--- src/rtl/core/hash_map_insert_lookup_top_assert.svh ---
// assertion macros for the hash map insert/lookup block
`ifndef HASH_MAP_INSERT_LOOKUP_TOP_ASSERT_SVH
`define HASH_MAP_INSERT_LOOKUP_TOP_ASSERT_SVH

// same-cycle implication, checked outside reset
`define HMIL_ASSERT_NOW(label, ante, cons, msg) \
    label: assert property (@(posedge i_clk) disable iff (!i_rst_n) (ante) |-> (cons)) \
        else $error(msg);

// next-cycle implication, checked outside reset
`define HMIL_ASSERT_NEXT(label, ante, cons, msg) \
    label: assert property (@(posedge i_clk) disable iff (!i_rst_n) (ante) |=> (cons)) \
        else $error(msg);

`endif

--- src/rtl/core/hmil_ram.sv ---
// generic single-write, single-read ram with registered read data
module hmil_ram #(
    parameter int WIDTH  = 32,
    parameter int DEPTH  = 16,
    parameter int ADDR_W = (DEPTH > 1) ? $clog2(DEPTH) : 1
) (
    input  logic              i_clk,
    input  logic              i_we,
    input  logic [ADDR_W-1:0] i_waddr,
    input  logic [WIDTH-1:0]  i_wdata,
    input  logic [ADDR_W-1:0] i_raddr,
    output logic [WIDTH-1:0]  o_rdata
);

    logic [WIDTH-1:0] r_mem [DEPTH];
    logic [WIDTH-1:0] r_rdata;

    always_ff @(posedge i_clk) begin
        if (i_we) begin
            r_mem[i_waddr] <= i_wdata;
        end
        r_rdata <= r_mem[i_raddr];
    end

    assign o_rdata = r_rdata;

endmodule

--- config.mk ---
export PLATFORM = sky130hd
export DESIGN_NAME = hmil_ram
export DESIGN_NICKNAME = d
export VERILOG_FILES = /design/src/rtl/core/hash_map_insert_lookup_top_assert.svh /design/src/rtl/core/hmil_ram.sv
export SDC_FILE = /design/constraint.sdc
export NUM_CORES = 1
export LEC_CHECK = 0
export BUFFER_PORTS_ARGS = -buffer_cell sky130_fd_sc_hd__buf_2
export CAP_MARGIN = 20
export CORE_MARGIN = 3
export CORE_UTILIZATION = 30
export CTS_CLUSTER_DIAMETER = 120
export DETAILED_ROUTE_END_ITERATION = 7
export PLACE_DENSITY = 0.47
export SLEW_MARGIN = 0
export SYNTH_ARGS = -nofsm -noshare
export SYNTH_HDL_FRONTEND = slang
export SYNTH_SLANG_ARGS = --single-unit
export TNS_END_PERCENT = 20
--- constraint.sdc ---
create_clock -name i_clk -period 4.4 [get_ports i_clk]
set_input_delay 0.22 -clock i_clk [delete_from_list [all_inputs] [get_ports i_clk]]
set_output_delay 0.22 -clock i_clk [all_outputs]
set_load 0.02 [all_outputs]
==> out/metrics.yaml, run 1 <==
status:
  outcome: "finished clean"
logic_synthesis:
  syn_nets: 880
  synthCells: 838
  synth_top_flop_cell: "edfxtp_1"
  synth_top_area_cell: "edfxtp_1"
  synth-seq-cells: 544
  yosysSeqAreaShare_pct: 80.7
  netlist_top_cells_count: "edfxtp_1, mux4_2, a22oi_1"
  synthArstFlopShare_pct: 0
  synth.most_common_cell: "edfxtp_1"
  synth-edff-count: 512
  synth_cell_types: 18
  synth_area_leaders: "edfxtp_1, mux4_2, dfxtp_1"
  yosysWarnings: 0
  syn_area_sq_um: 19900
  yosys.area.top_type_share_pct: 77.4
  avgSynthCellArea_sq_um: 23.7
clock_network:
  cts_tree: "done"
  clk_pin_slew_ns: 0.06
  cts_sinks: 544
  cts_root_buf: "clkbuf_16"
  clock_latency_ns: 0.62
  htree_levels: 2
  cts_buffer_depth: 3
  cts_buffers: 57
  post_cts_buffers: 0
detailed_routing:
  drc: 0
  firstDrtPassIters: 5
  wl_um: 46100
  ant_nets: 0
  num_vias: 9091
  viasPerCell: 4.82
  wl_per_cell_um: 24.4
  drt_iter0_drc: 761
floorplan:
  die_area_sq_um: 69300
  ios: 74
  initial_core_util_pct: 30.6
  fp.dieW_um: 263
  die_h_um: 263
  rows: 93
  core_area_sq_um: 64900
sta:
  setup_tns_ns: 0
  worst_slew_pin_slew_ns: 1.11
  period_needed_ns: 1.81
  rsz0062_at_grt: "no"
  setup_viol: 0
  hold_slack_ns: 0.0472
  fin_skew_ns: 0.0312
  slew_headroom_pct: 25.7
  final-max-slew-violation-count: 0
  max_freq_mhz: 554
  hold_violations: 0
  min_period_over_period_pct: 41.1
power:
  power_density_nw_per_um2: 478
  power_leakage_nw: 7.55
  total_power_mw: 11.3
  ir_worst_vdd_uv: 310
cells_and_area:
  drive_gt1_share_pct: 32.2
  area_delta_synth_final_pct: 19.4
  fin_util_pct: 36.5
  final_area_sq_um: 23700
  nNetsFinal: 1026
grt:
  grt_max_degree: 64
  gr-total-overflow: 0
  grt_antenna_before_repair: 2
  grt_pass1_wl_um: 68200
  track_usage_pct: 13.3
  first_global_vias: 9731
placed_design:
  dp.final_hpwl_um: 24300
  place_congestion: 0.665
  numPortBuffers: 73
  placed_cell_area_sq_um: 21500
setup_path:
  setup.worst_path.start_class: "primary input"
  cp-end-kind: "flop"
  cp_max_fo: 20
  worstPathArrival_ns: 2.08
  cp.required_ns: 4.67
  critPathKind: "in2reg"
hold_path:
  worstHoldPathType: "in2reg"
flow_run:
  max_cap_viol_count: 0
routing by layer:
layer	up-vias	part of all wire, %	GRT usage (%)
li1	3874	-	-
met3	55	4.5	2.16
met1	4938	48	19.8
met5	-	0	0
met4	0	1.7	3.52
met2	224	46	20.4
cells by family (layout without fill, tap and decap cells):
group	count (synthesis)	in the layout	synth area share, %
multiplexers	128	128	14.5
other	0	1	0
flip-flops	544	544	80.7
buffers and inverters	43	237	1.12
AND/OR/NAND/NOR	59	59	1.27
AO/OA/AOI/OAI	64	64	2.42
area by class of cell:
type | instances | area (sq um)
Multi-Input combinational cell | 251 | 3750
Fill cell | 5961 | 41200
Antenna cell | 1 | 2.50
Clock inverter | 28 | 357
Clock buffer | 79 | 1580
Timing Repair Buffer | 130 | 931
Sequential cell | 544 | 16000
Tap cell | 855 | 1070
stage by stage:
stage          cells  worst slack (ns)
2_1_floorplan    838              1.00
3_3_place_gp    1748              1.95
3_5_place_dp    1749              1.94
4_1_cts         1887              2.58
5_1_grt         1887              2.49
6_report        1888              2.59
worst max-delay path, cell delays in order:
cell and delay, ns:
buf_2 0.15, nand2b_1 0.34, nor2_4 0.91, buf_4 0.44
state kept, by name (all words and copies together) (netlist names):
| register | cells |
|---|---|
| r_mem | 512 |
| o_rdata | 32 |
report_power, final:
part / switching (mW) / internal [mW] / leakage [nW]
Clock: 2.00 / 2.93 / 0.938
Combinational: 0.346 / 0.225 / 1.71
Sequential: 0.0361 / 5.79 / 4.89
Total: 2.38 / 8.94 / 7.55
path summary, 6_finish.rpt:
check	start	endpoint	slack (ns)	cells after the start
worst max-delay path	i_waddr[0]	r_mem[14][5]	2.59	4
worst min-delay path	i_wdata[18]	r_mem[6][18]	0.05	1
worst max register to register	r_mem[3][18]	o_rdata[18]	2.94	3
worst min register to register	r_mem[4][21]	o_rdata[21]	0.66	3
timing repair:
action	4_1_cts	5_1_grt
endpoints found under the hold margin	484	0
hold buffers	31	0
resized for setup	0	0
cell usage in the layout, fill, tap and decap left out, types with 2 or more instances in the layout:
cell type,Yosys,final
edfxtp_1,512,512
mux4_2,128,128
buf_2,4,71
a22oi_1,64,64
clkbuf_16,0,57
nand2_1,33,33
dfxtp_1,32,32
dlygate4sd3_1,0,31
buf_4,11,23
clkbuf_1,17,15
nor2_4,0,13
clkinv_1,0,8
clkbuf_8,0,8
clkinv_2,0,7
bufinv_16,0,7
nor3_2,0,4
nor2b_4,0,2
nand3b_1,2,2
nand2b_1,2,2
clkinvlp_4,0,2
buf_12,0,2
Note: power is estimated with default switching activity, not from simulation.
==> run 2: changes to the inputs <==
- PLACE_DENSITY: 0.47 -> 0.48
- clock period: 4.4 -> 1.45 ns (I/O delays scaled with it)
==> run 2 against run 1 <==
Net effect:
- total power grew to 3.0 times the previous value
- count of clock-buffer cells in the layout grew 4
- combinational power grew to 3.5 times the previous value
- worst setup slack lost 2.5 ns
- core utilization grew 1.4 points
- flip-flop and latch count is the same
- largest cell class unchanged
- critical path type unchanged
- cell count grew 3.2%
==> out/metrics.yaml, run 2 (same netlist as run 1, synthesis figures left out) <==
setup_path:
  worstPathArrival_ns: 1.86  # was 2.08 ns
  cp-end-kind: "flop"  # unchanged
  cp_max_fo: 16  # was 20
  path_buf_inv: 4  # was 2
  path_cells: "dlygate4sd3_1, buf_12, buf_12, buf_4, mux4_2, a22oi_1, nand2_1"  # was buf_2, nand2b_1, nor2_4, buf_4
  setup.worst_path.start_class: "primary input"  # unchanged
  crit_slowest_cell: "dlygate4sd3_1"  # was nor2_4
  critPathKind: "in2reg"  # unchanged
  cp.required_ns: 1.94  # was 4.67 ns
  cpLargestDelayFamily: "buffers and inverters"  # was simple AND/OR/NAND/NOR gates
  critPathMaxStageDelay_ns: 0.58  # was 0.91 ns
  crit_top_cell: "buf_12"
power:
  total_power_mw: 33.4  # was 11.3 mW
  power_leakage_nw: 7.94  # was 7.55 nW
  power_switching_share_pct: 21.0  # about the same
  p_sw_mw: 7.01  # was 2.38 mW
  clkPwrFrac_pct: 41.1  # was 43.5%
  ir_worst_vdd_uv: 880  # was 310 uV
  p_comb_share_pct: 5.9  # was 5.1%
  p_seq_share_pct: 53.0  # was 51.5%
  power_density_nw_per_um2: 1360  # was 478 nW/um^2
  intPower_mw: 26.4  # was 8.94 mW
grt:
  grtUsageMet2_pct: 22.2  # was 20.4%
  grt.met3_usage_pct: 2.11  # was 2.16%
  grt_max_degree: 33  # was 64
  grt_use_met1_pct: 19.9  # was 19.8%
  first_global_vias: 10300  # was 9731
  grt-busiest-layer: "met2"  # unchanged
  track_usage_pct: 13.8  # was 13.3%
  gr-total-overflow: 0  # unchanged
  grt_pass1_wl_um: 71000  # was 68200 um
  grt_antenna_before_repair: 3  # was 2
detailed_routing:
  wl_um: 47900  # was 46100 um
  drt_iter0_drc: 683  # was 761
  firstDrtPassIters: 6  # was 5
  num_vias: 9419  # was 9091
  ant_nets: 0  # unchanged
  wl_per_cell_um: 24.6  # was 24.4 um
  drc: 0  # unchanged
  viasPerCell: 4.84  # was 4.82
clock_network:
  clk_pin_slew_ns: 0.06  # about the same
  cts_tree: "done"  # unchanged
  cts_root_buf: "clkbuf_16"  # unchanged
  cts_buffer_depth: 3  # unchanged
  clock_latency_ns: 0.61  # was 0.62 ns
  cts_buffers: 56  # was 57
  cts_sinks: 544  # unchanged
  htree_levels: 2  # unchanged
  post_cts_buffers: 0  # unchanged
sta:
  hold_violations: 0  # unchanged
  fin_skew_ns: 0.0254  # was 0.0312 ns
  setup_viol: 0  # unchanged
  final-max-slew-violation-count: 0  # unchanged
  period_needed_ns: 1.37
  min_period_over_period_pct: 94.5
  max_freq_mhz: 730
  slew_headroom_pct: 67.7  # was 25.7%
  setup_slack_ns: 0.0803  # was 2.59 ns
  rsz0062_at_grt: "no"  # unchanged
  hold_slack_ns: 0.0517  # was 0.0472 ns
  worst_slew_pin_slew_ns: 0.484  # was 1.11 ns
placed_design:
  dpl.cell_count: 1810  # was 1749
  placed_cell_area_sq_um: 22500  # was 21500 sq um
  numPortBuffers: 73  # unchanged
  dp.final_hpwl_um: 26900  # was 24300 um
  place_congestion: 0.685  # was 0.665
  pre_cts_ws_ns: -0.145  # was 1.94 ns
cells_and_area:
  layout.cells.non_filler: 1948  # was 1888
  max_flop_register: "r_mem"  # unchanged
  area_delta_synth_final_pct: 24.0  # was 19.4%
  largest_register_ffs: 512  # unchanged
  final_area_sq_um: 24600  # was 23700 sq um
  final_common_cell: "edfxtp_1"  # unchanged
  layout_common_cells: "edfxtp_1, mux4_2, buf_2"  # unchanged
  drive_gt1_share_pct: 34.9  # was 32.2%
  n_antenna_cell: 0  # was 1
  nNetsFinal: 1088  # was 1026
floorplan:
  fp.dieW_um: 263  # unchanged
  ios: 74  # unchanged
  die_area_sq_um: 69300  # unchanged
  rows: 93  # unchanged
  core_area_sq_um: 64900  # unchanged
  initial_core_util_pct: 30.6  # unchanged
  die_h_um: 263  # unchanged
flow_run:
  max_cap_viol_count: 0  # unchanged
status:
  outcome: "finished clean"  # unchanged
hold_path:
  worstHoldPathType: "in2reg"  # unchanged
run 2: worst register-to-register path: stages, from the launching register on:
cell and delay, ns:
edfxtp_1 0.37, mux4_2 0.48, a22oi_1 0.30, nand2_1 0.10
run 2: final cells by class:
type,count,area [sq um]
Multi-Input combinational cell,251,3790
Timing Repair Buffer,193,2000
Clock buffer,83,1560
Clock inverter,22,183
Sequential cell,544,16000
Tap cell,855,1070
Fill cell,5876,40300
run 2: final timing paths:
| path | startpoint | end | slack (ns) | depth (start not counted) |
|---|---|---|---|---|
| setup / recovery | i_raddr[1] | o_rdata[17] | 0.08 | 7 |
| hold / removal | i_raddr[3] | o_rdata[16] | 0.05 | 4 |
| setup reg to reg | r_mem[2][9] | o_rdata[9] | 0.08 | 3 |
| hold reg to reg | r_mem[15][29] | o_rdata[29] | 0.66 | 3 |
run 2: what timing repair did:
| item | in CTS | in global routing |
|---|---|---|
| hold endpoints to repair | 513 | 0 |
| setup endpoints to repair | 0 | 1 |
| hold buffers | 33 | 0 |
| resized for setup | 0 | 2 |
run 2: power groups by stage:
stage	Sequential, mW	Combinational [mW]	Clock (mW)
after detailed placement	18.0	1.94	0
final	17.7	1.98	13.7
after CTS	17.7	2.02	14.1
after floorplan	18.1	0.860	0
after global placement	18.0	1.92	0
after global routing	17.7	2.13	14.7
run 2: through the flow:
stage          utilization [%]  setup TNS (ns)
6_report                  37.9               0
5_1_grt                   37.9               0
4_1_cts                   37.9               0
3_5_place_dp              34.7           -3.17
3_3_place_gp              34.7           -2.87
2_1_floorplan                -          -70.49
run 2: routing by layer:
metal	routed length (um)	share of wire [%]	vias up
met5	21	0.044	-
met4	813	1.7	4
met3	1940	4.1	67
met2	22700	47	186
met1	22400	47	5166
li1	-	-	3996
==> run 3: changes to the inputs <==
--- a/config.mk
+++ b/config.mk
@@ -14,2 +14,3 @@
 export PLACE_DENSITY = 0.48
+export RECOVER_POWER = 50
 export SLEW_MARGIN = 0
==> constraint.sdc (replaced) <==
create_clock -name i_clk -period 1.45 [get_ports i_clk]
set_input_delay 0 -clock i_clk [delete_from_list [all_inputs] [get_ports i_clk]]
set_output_delay 0 -clock i_clk [all_outputs]
set_load 0.02 [all_outputs]
==> run 3 against run 2 <==
Net effect:
- first-iteration DRC count up 2.6%
- core utilization about the same
- clock power up 4%
- critical endpoint is now o_rdata[19]
==> out/metrics.yaml, run 3 (same netlist as run 1, synthesis figures left out) <==
status:
  outcome: "finished clean"  # unchanged
clock_network:
  cts_buffer_depth: 3  # unchanged
  cts_root_buf: "clkbuf_16"  # unchanged
  cts_tree: "done"  # unchanged
  cts_sinks: 544  # unchanged
  cts_buffers: 57  # was 56
  clk_pin_slew_ns: 0.06  # about the same
  clock_latency_ns: 0.61  # about the same
  htree_levels: 2  # unchanged
  post_cts_buffers: 0  # unchanged
setup_path:
  cp_max_fo: 1  # was 16
  critPathKind: "reg2reg"  # was in2reg
  rr_endpoint: "o_rdata[19]"  # was o_rdata[9]
  r2r_slack_ns: 0.07  # was 0.08 ns
  cp-end-kind: "flop"  # unchanged
  worstPathArrival_ns: 1.85  # was 1.86 ns
  cp.required_ns: 1.92  # was 1.94 ns
  reg2reg_from: "r_mem[3][19]"  # was r_mem[2][9]
  worst_r2r_path_depth: 3  # unchanged
  setup.worst_path.start_class: "flop"  # was primary input
cells_and_area:
  final_common_cell: "edfxtp_1"  # unchanged
  largest_register_ffs: 512  # unchanged
  fillerInstances: 5919  # was 5876
  layout_common_cells: "edfxtp_1, mux4_2, a22oi_1, clkbuf_1, clkbuf_16"  # was edfxtp_1, mux4_2, buf_2
  fin_util_pct: 37.9  # about the same
  nNetsFinal: 1097  # was 1088
  seq_area_sq_um: 16000  # unchanged
  max_flop_register: "r_mem"  # unchanged
  multi_input_area_sq_um: 3780  # was 3790 sq um
  area_delta_synth_final_pct: 23.9  # was 24.0%
  drive_gt1_share_pct: 31.9  # was 34.9%
sta:
  hold_violations: 0  # unchanged
  fin_skew_ns: 0.0111  # was 0.0254 ns
  max_freq_mhz: 726  # was 730 MHz
  min_period_over_period_pct: 95.0  # was 94.5%
  period_needed_ns: 1.38  # was 1.37 ns
  setup_slack_ns: 0.0730  # was 0.0803 ns
  slew_headroom_pct: 38.2  # was 67.7%
  setup_viol: 0  # unchanged
  final-max-slew-violation-count: 0  # unchanged
  worst_slew_pin_slew_ns: 0.925  # was 0.484 ns
  rsz0062_at_grt: "no"  # unchanged
power:
  clkPwrFrac_pct: 41.9  # was 41.1%
  p_comb_share_pct: 5.8  # was 5.9%
  intPower_mw: 26.8  # was 26.4 mW
  p_seq_share_pct: 52.4  # was 53.0%
  power_density_nw_per_um2: 1370  # was 1360 nW/um^2
  p_sw_mw: 7.05  # was 7.01 mW
  power_switching_share_pct: 20.8  # was 21.0%
  power_leakage_nw: 7.87  # was 7.94 nW
  total_power_mw: 33.8  # was 33.4 mW
  ir_worst_vdd_uv: 814  # was 880 uV
grt:
  first_global_vias: 9926  # was 10300
  grt_max_degree: 33  # unchanged
  track_usage_pct: 13.8  # about the same
  grt_antenna_before_repair: 1  # was 3
  grt_pass1_wl_um: 70300  # was 71000 um
  gr-total-overflow: 0  # unchanged
detailed_routing:
  firstDrtPassIters: 7  # was 6
  wl_um: 47400  # was 47900 um
  drc: 0  # unchanged
  wl_per_cell_um: 24.2  # was 24.6 um
  drt_iter0_drc: 701  # was 683
  num_vias: 9380  # was 9419
  ant_nets: 0  # unchanged
  viasPerCell: 4.79  # was 4.84
floorplan:
  fp.dieW_um: 263  # unchanged
  die_area_sq_um: 69300  # unchanged
  ios: 74  # unchanged
  initial_core_util_pct: 30.6  # unchanged
  die_h_um: 263  # unchanged
  core_area_sq_um: 64900  # unchanged
  rows: 93  # unchanged
hold_path:
  worstHoldPathType: "in2reg"  # unchanged
  holdPathEnd: "o_rdata[31]"  # was o_rdata[16]
  holdPathStages: 4  # unchanged
  hp-start: "i_raddr[3]"  # unchanged
placed_design:
  pre_cts_ws_ns: -0.195  # was -0.145 ns
  place_congestion: 0.703  # was 0.685
  dp.final_hpwl_um: 27800  # was 26900 um
  numPortBuffers: 73  # unchanged
flow_run:
  max_cap_viol_count: 0  # unchanged
run 3: cell types whose count changed in the layout (fill, tap and decap cells not counted), sizes merged:
cell | previous run | this run
clkinv | 17 | 15
buf | 159 | 118
clkbuf | 84 | 133
diode | 0 | 1
dlygate4sd3 | 33 | 36
clkinvlp | 0 | 1
run 3: worst max-delay path by stage:
stage	startpoint	end	slack [ns]	cells after the start
finish	r_mem[3][19]	o_rdata[19]	0.07	3
global route	r_mem[2][24]	o_rdata[24]	0.007	3
CTS	r_mem[3][19]	o_rdata[19]	0.05	3
detailed placement	i_raddr[0]	o_rdata[19]	-0.20	6
global placement	i_raddr[0]	o_rdata[19]	-0.20	6
floorplan	i_waddr[2]	r_mem[1][0]	-0.24	2
run 3: cell type report:
| type | count | share of cell area [%] |
|---|---|---|
| multi-input cells | 251 | 15.4 |
| clock inverters | 21 | 0.732 |
| flip-flops and latches | 544 | 65.1 |
| repair buffers | 201 | 7.77 |
| clock buffers | 86 | 6.70 |
| well taps | 855 | 4.35 |
| diodes | 1 | 0.0102 |
run 3: layer usage:
layer	routed length (um)	track usage (%)
met3	2180	2.96
met2	22100	21.3
met5	0	0
met4	688	2.98
met1	22500	20.1
run 3: timing repair:
| action | 4_1_cts | 5_1_grt |
|---|---|---|
| hold buffers | 35 | 1 |
| gates cloned | 0 | 0 |
| setup endpoints to repair | 1 | 4 |
| gates resized for setup | 1 | 1 |
| endpoints found under the hold margin | 574 | 1 |
run 3: through the flow:
stage	TNS, ns	hold slack [ns]	instances	cell area, sq um
2_1_floorplan	-66.64	0.0989	838	19900
3_3_place_gp	-1.63	0.383	1815	22500
3_5_place_dp	-1.31	0.391	1815	22500
4_1_cts	0	-0.0397	1957	24700
5_1_grt	0	0.00735	1958	24600
6_report	0	0.000152	1959	24600
run 3: power by group through the flow:
stage	clock network, mW	registers [mW]	logic, mW
after global placement	0	18.0	1.92
after floorplan	0	18.1	0.855
after global routing	15.3	17.7	2.12
after detailed placement	0	18.0	1.94
final	14.2	17.7	1.95
after CTS	14.6	17.7	2.03
run 3: worst max-delay path, cell delays in order (launching register included):
cell and delay, ns:
edfxtp_1 0.36, mux4_2 0.49, a22oi_2 0.27, nand2_1 0.13
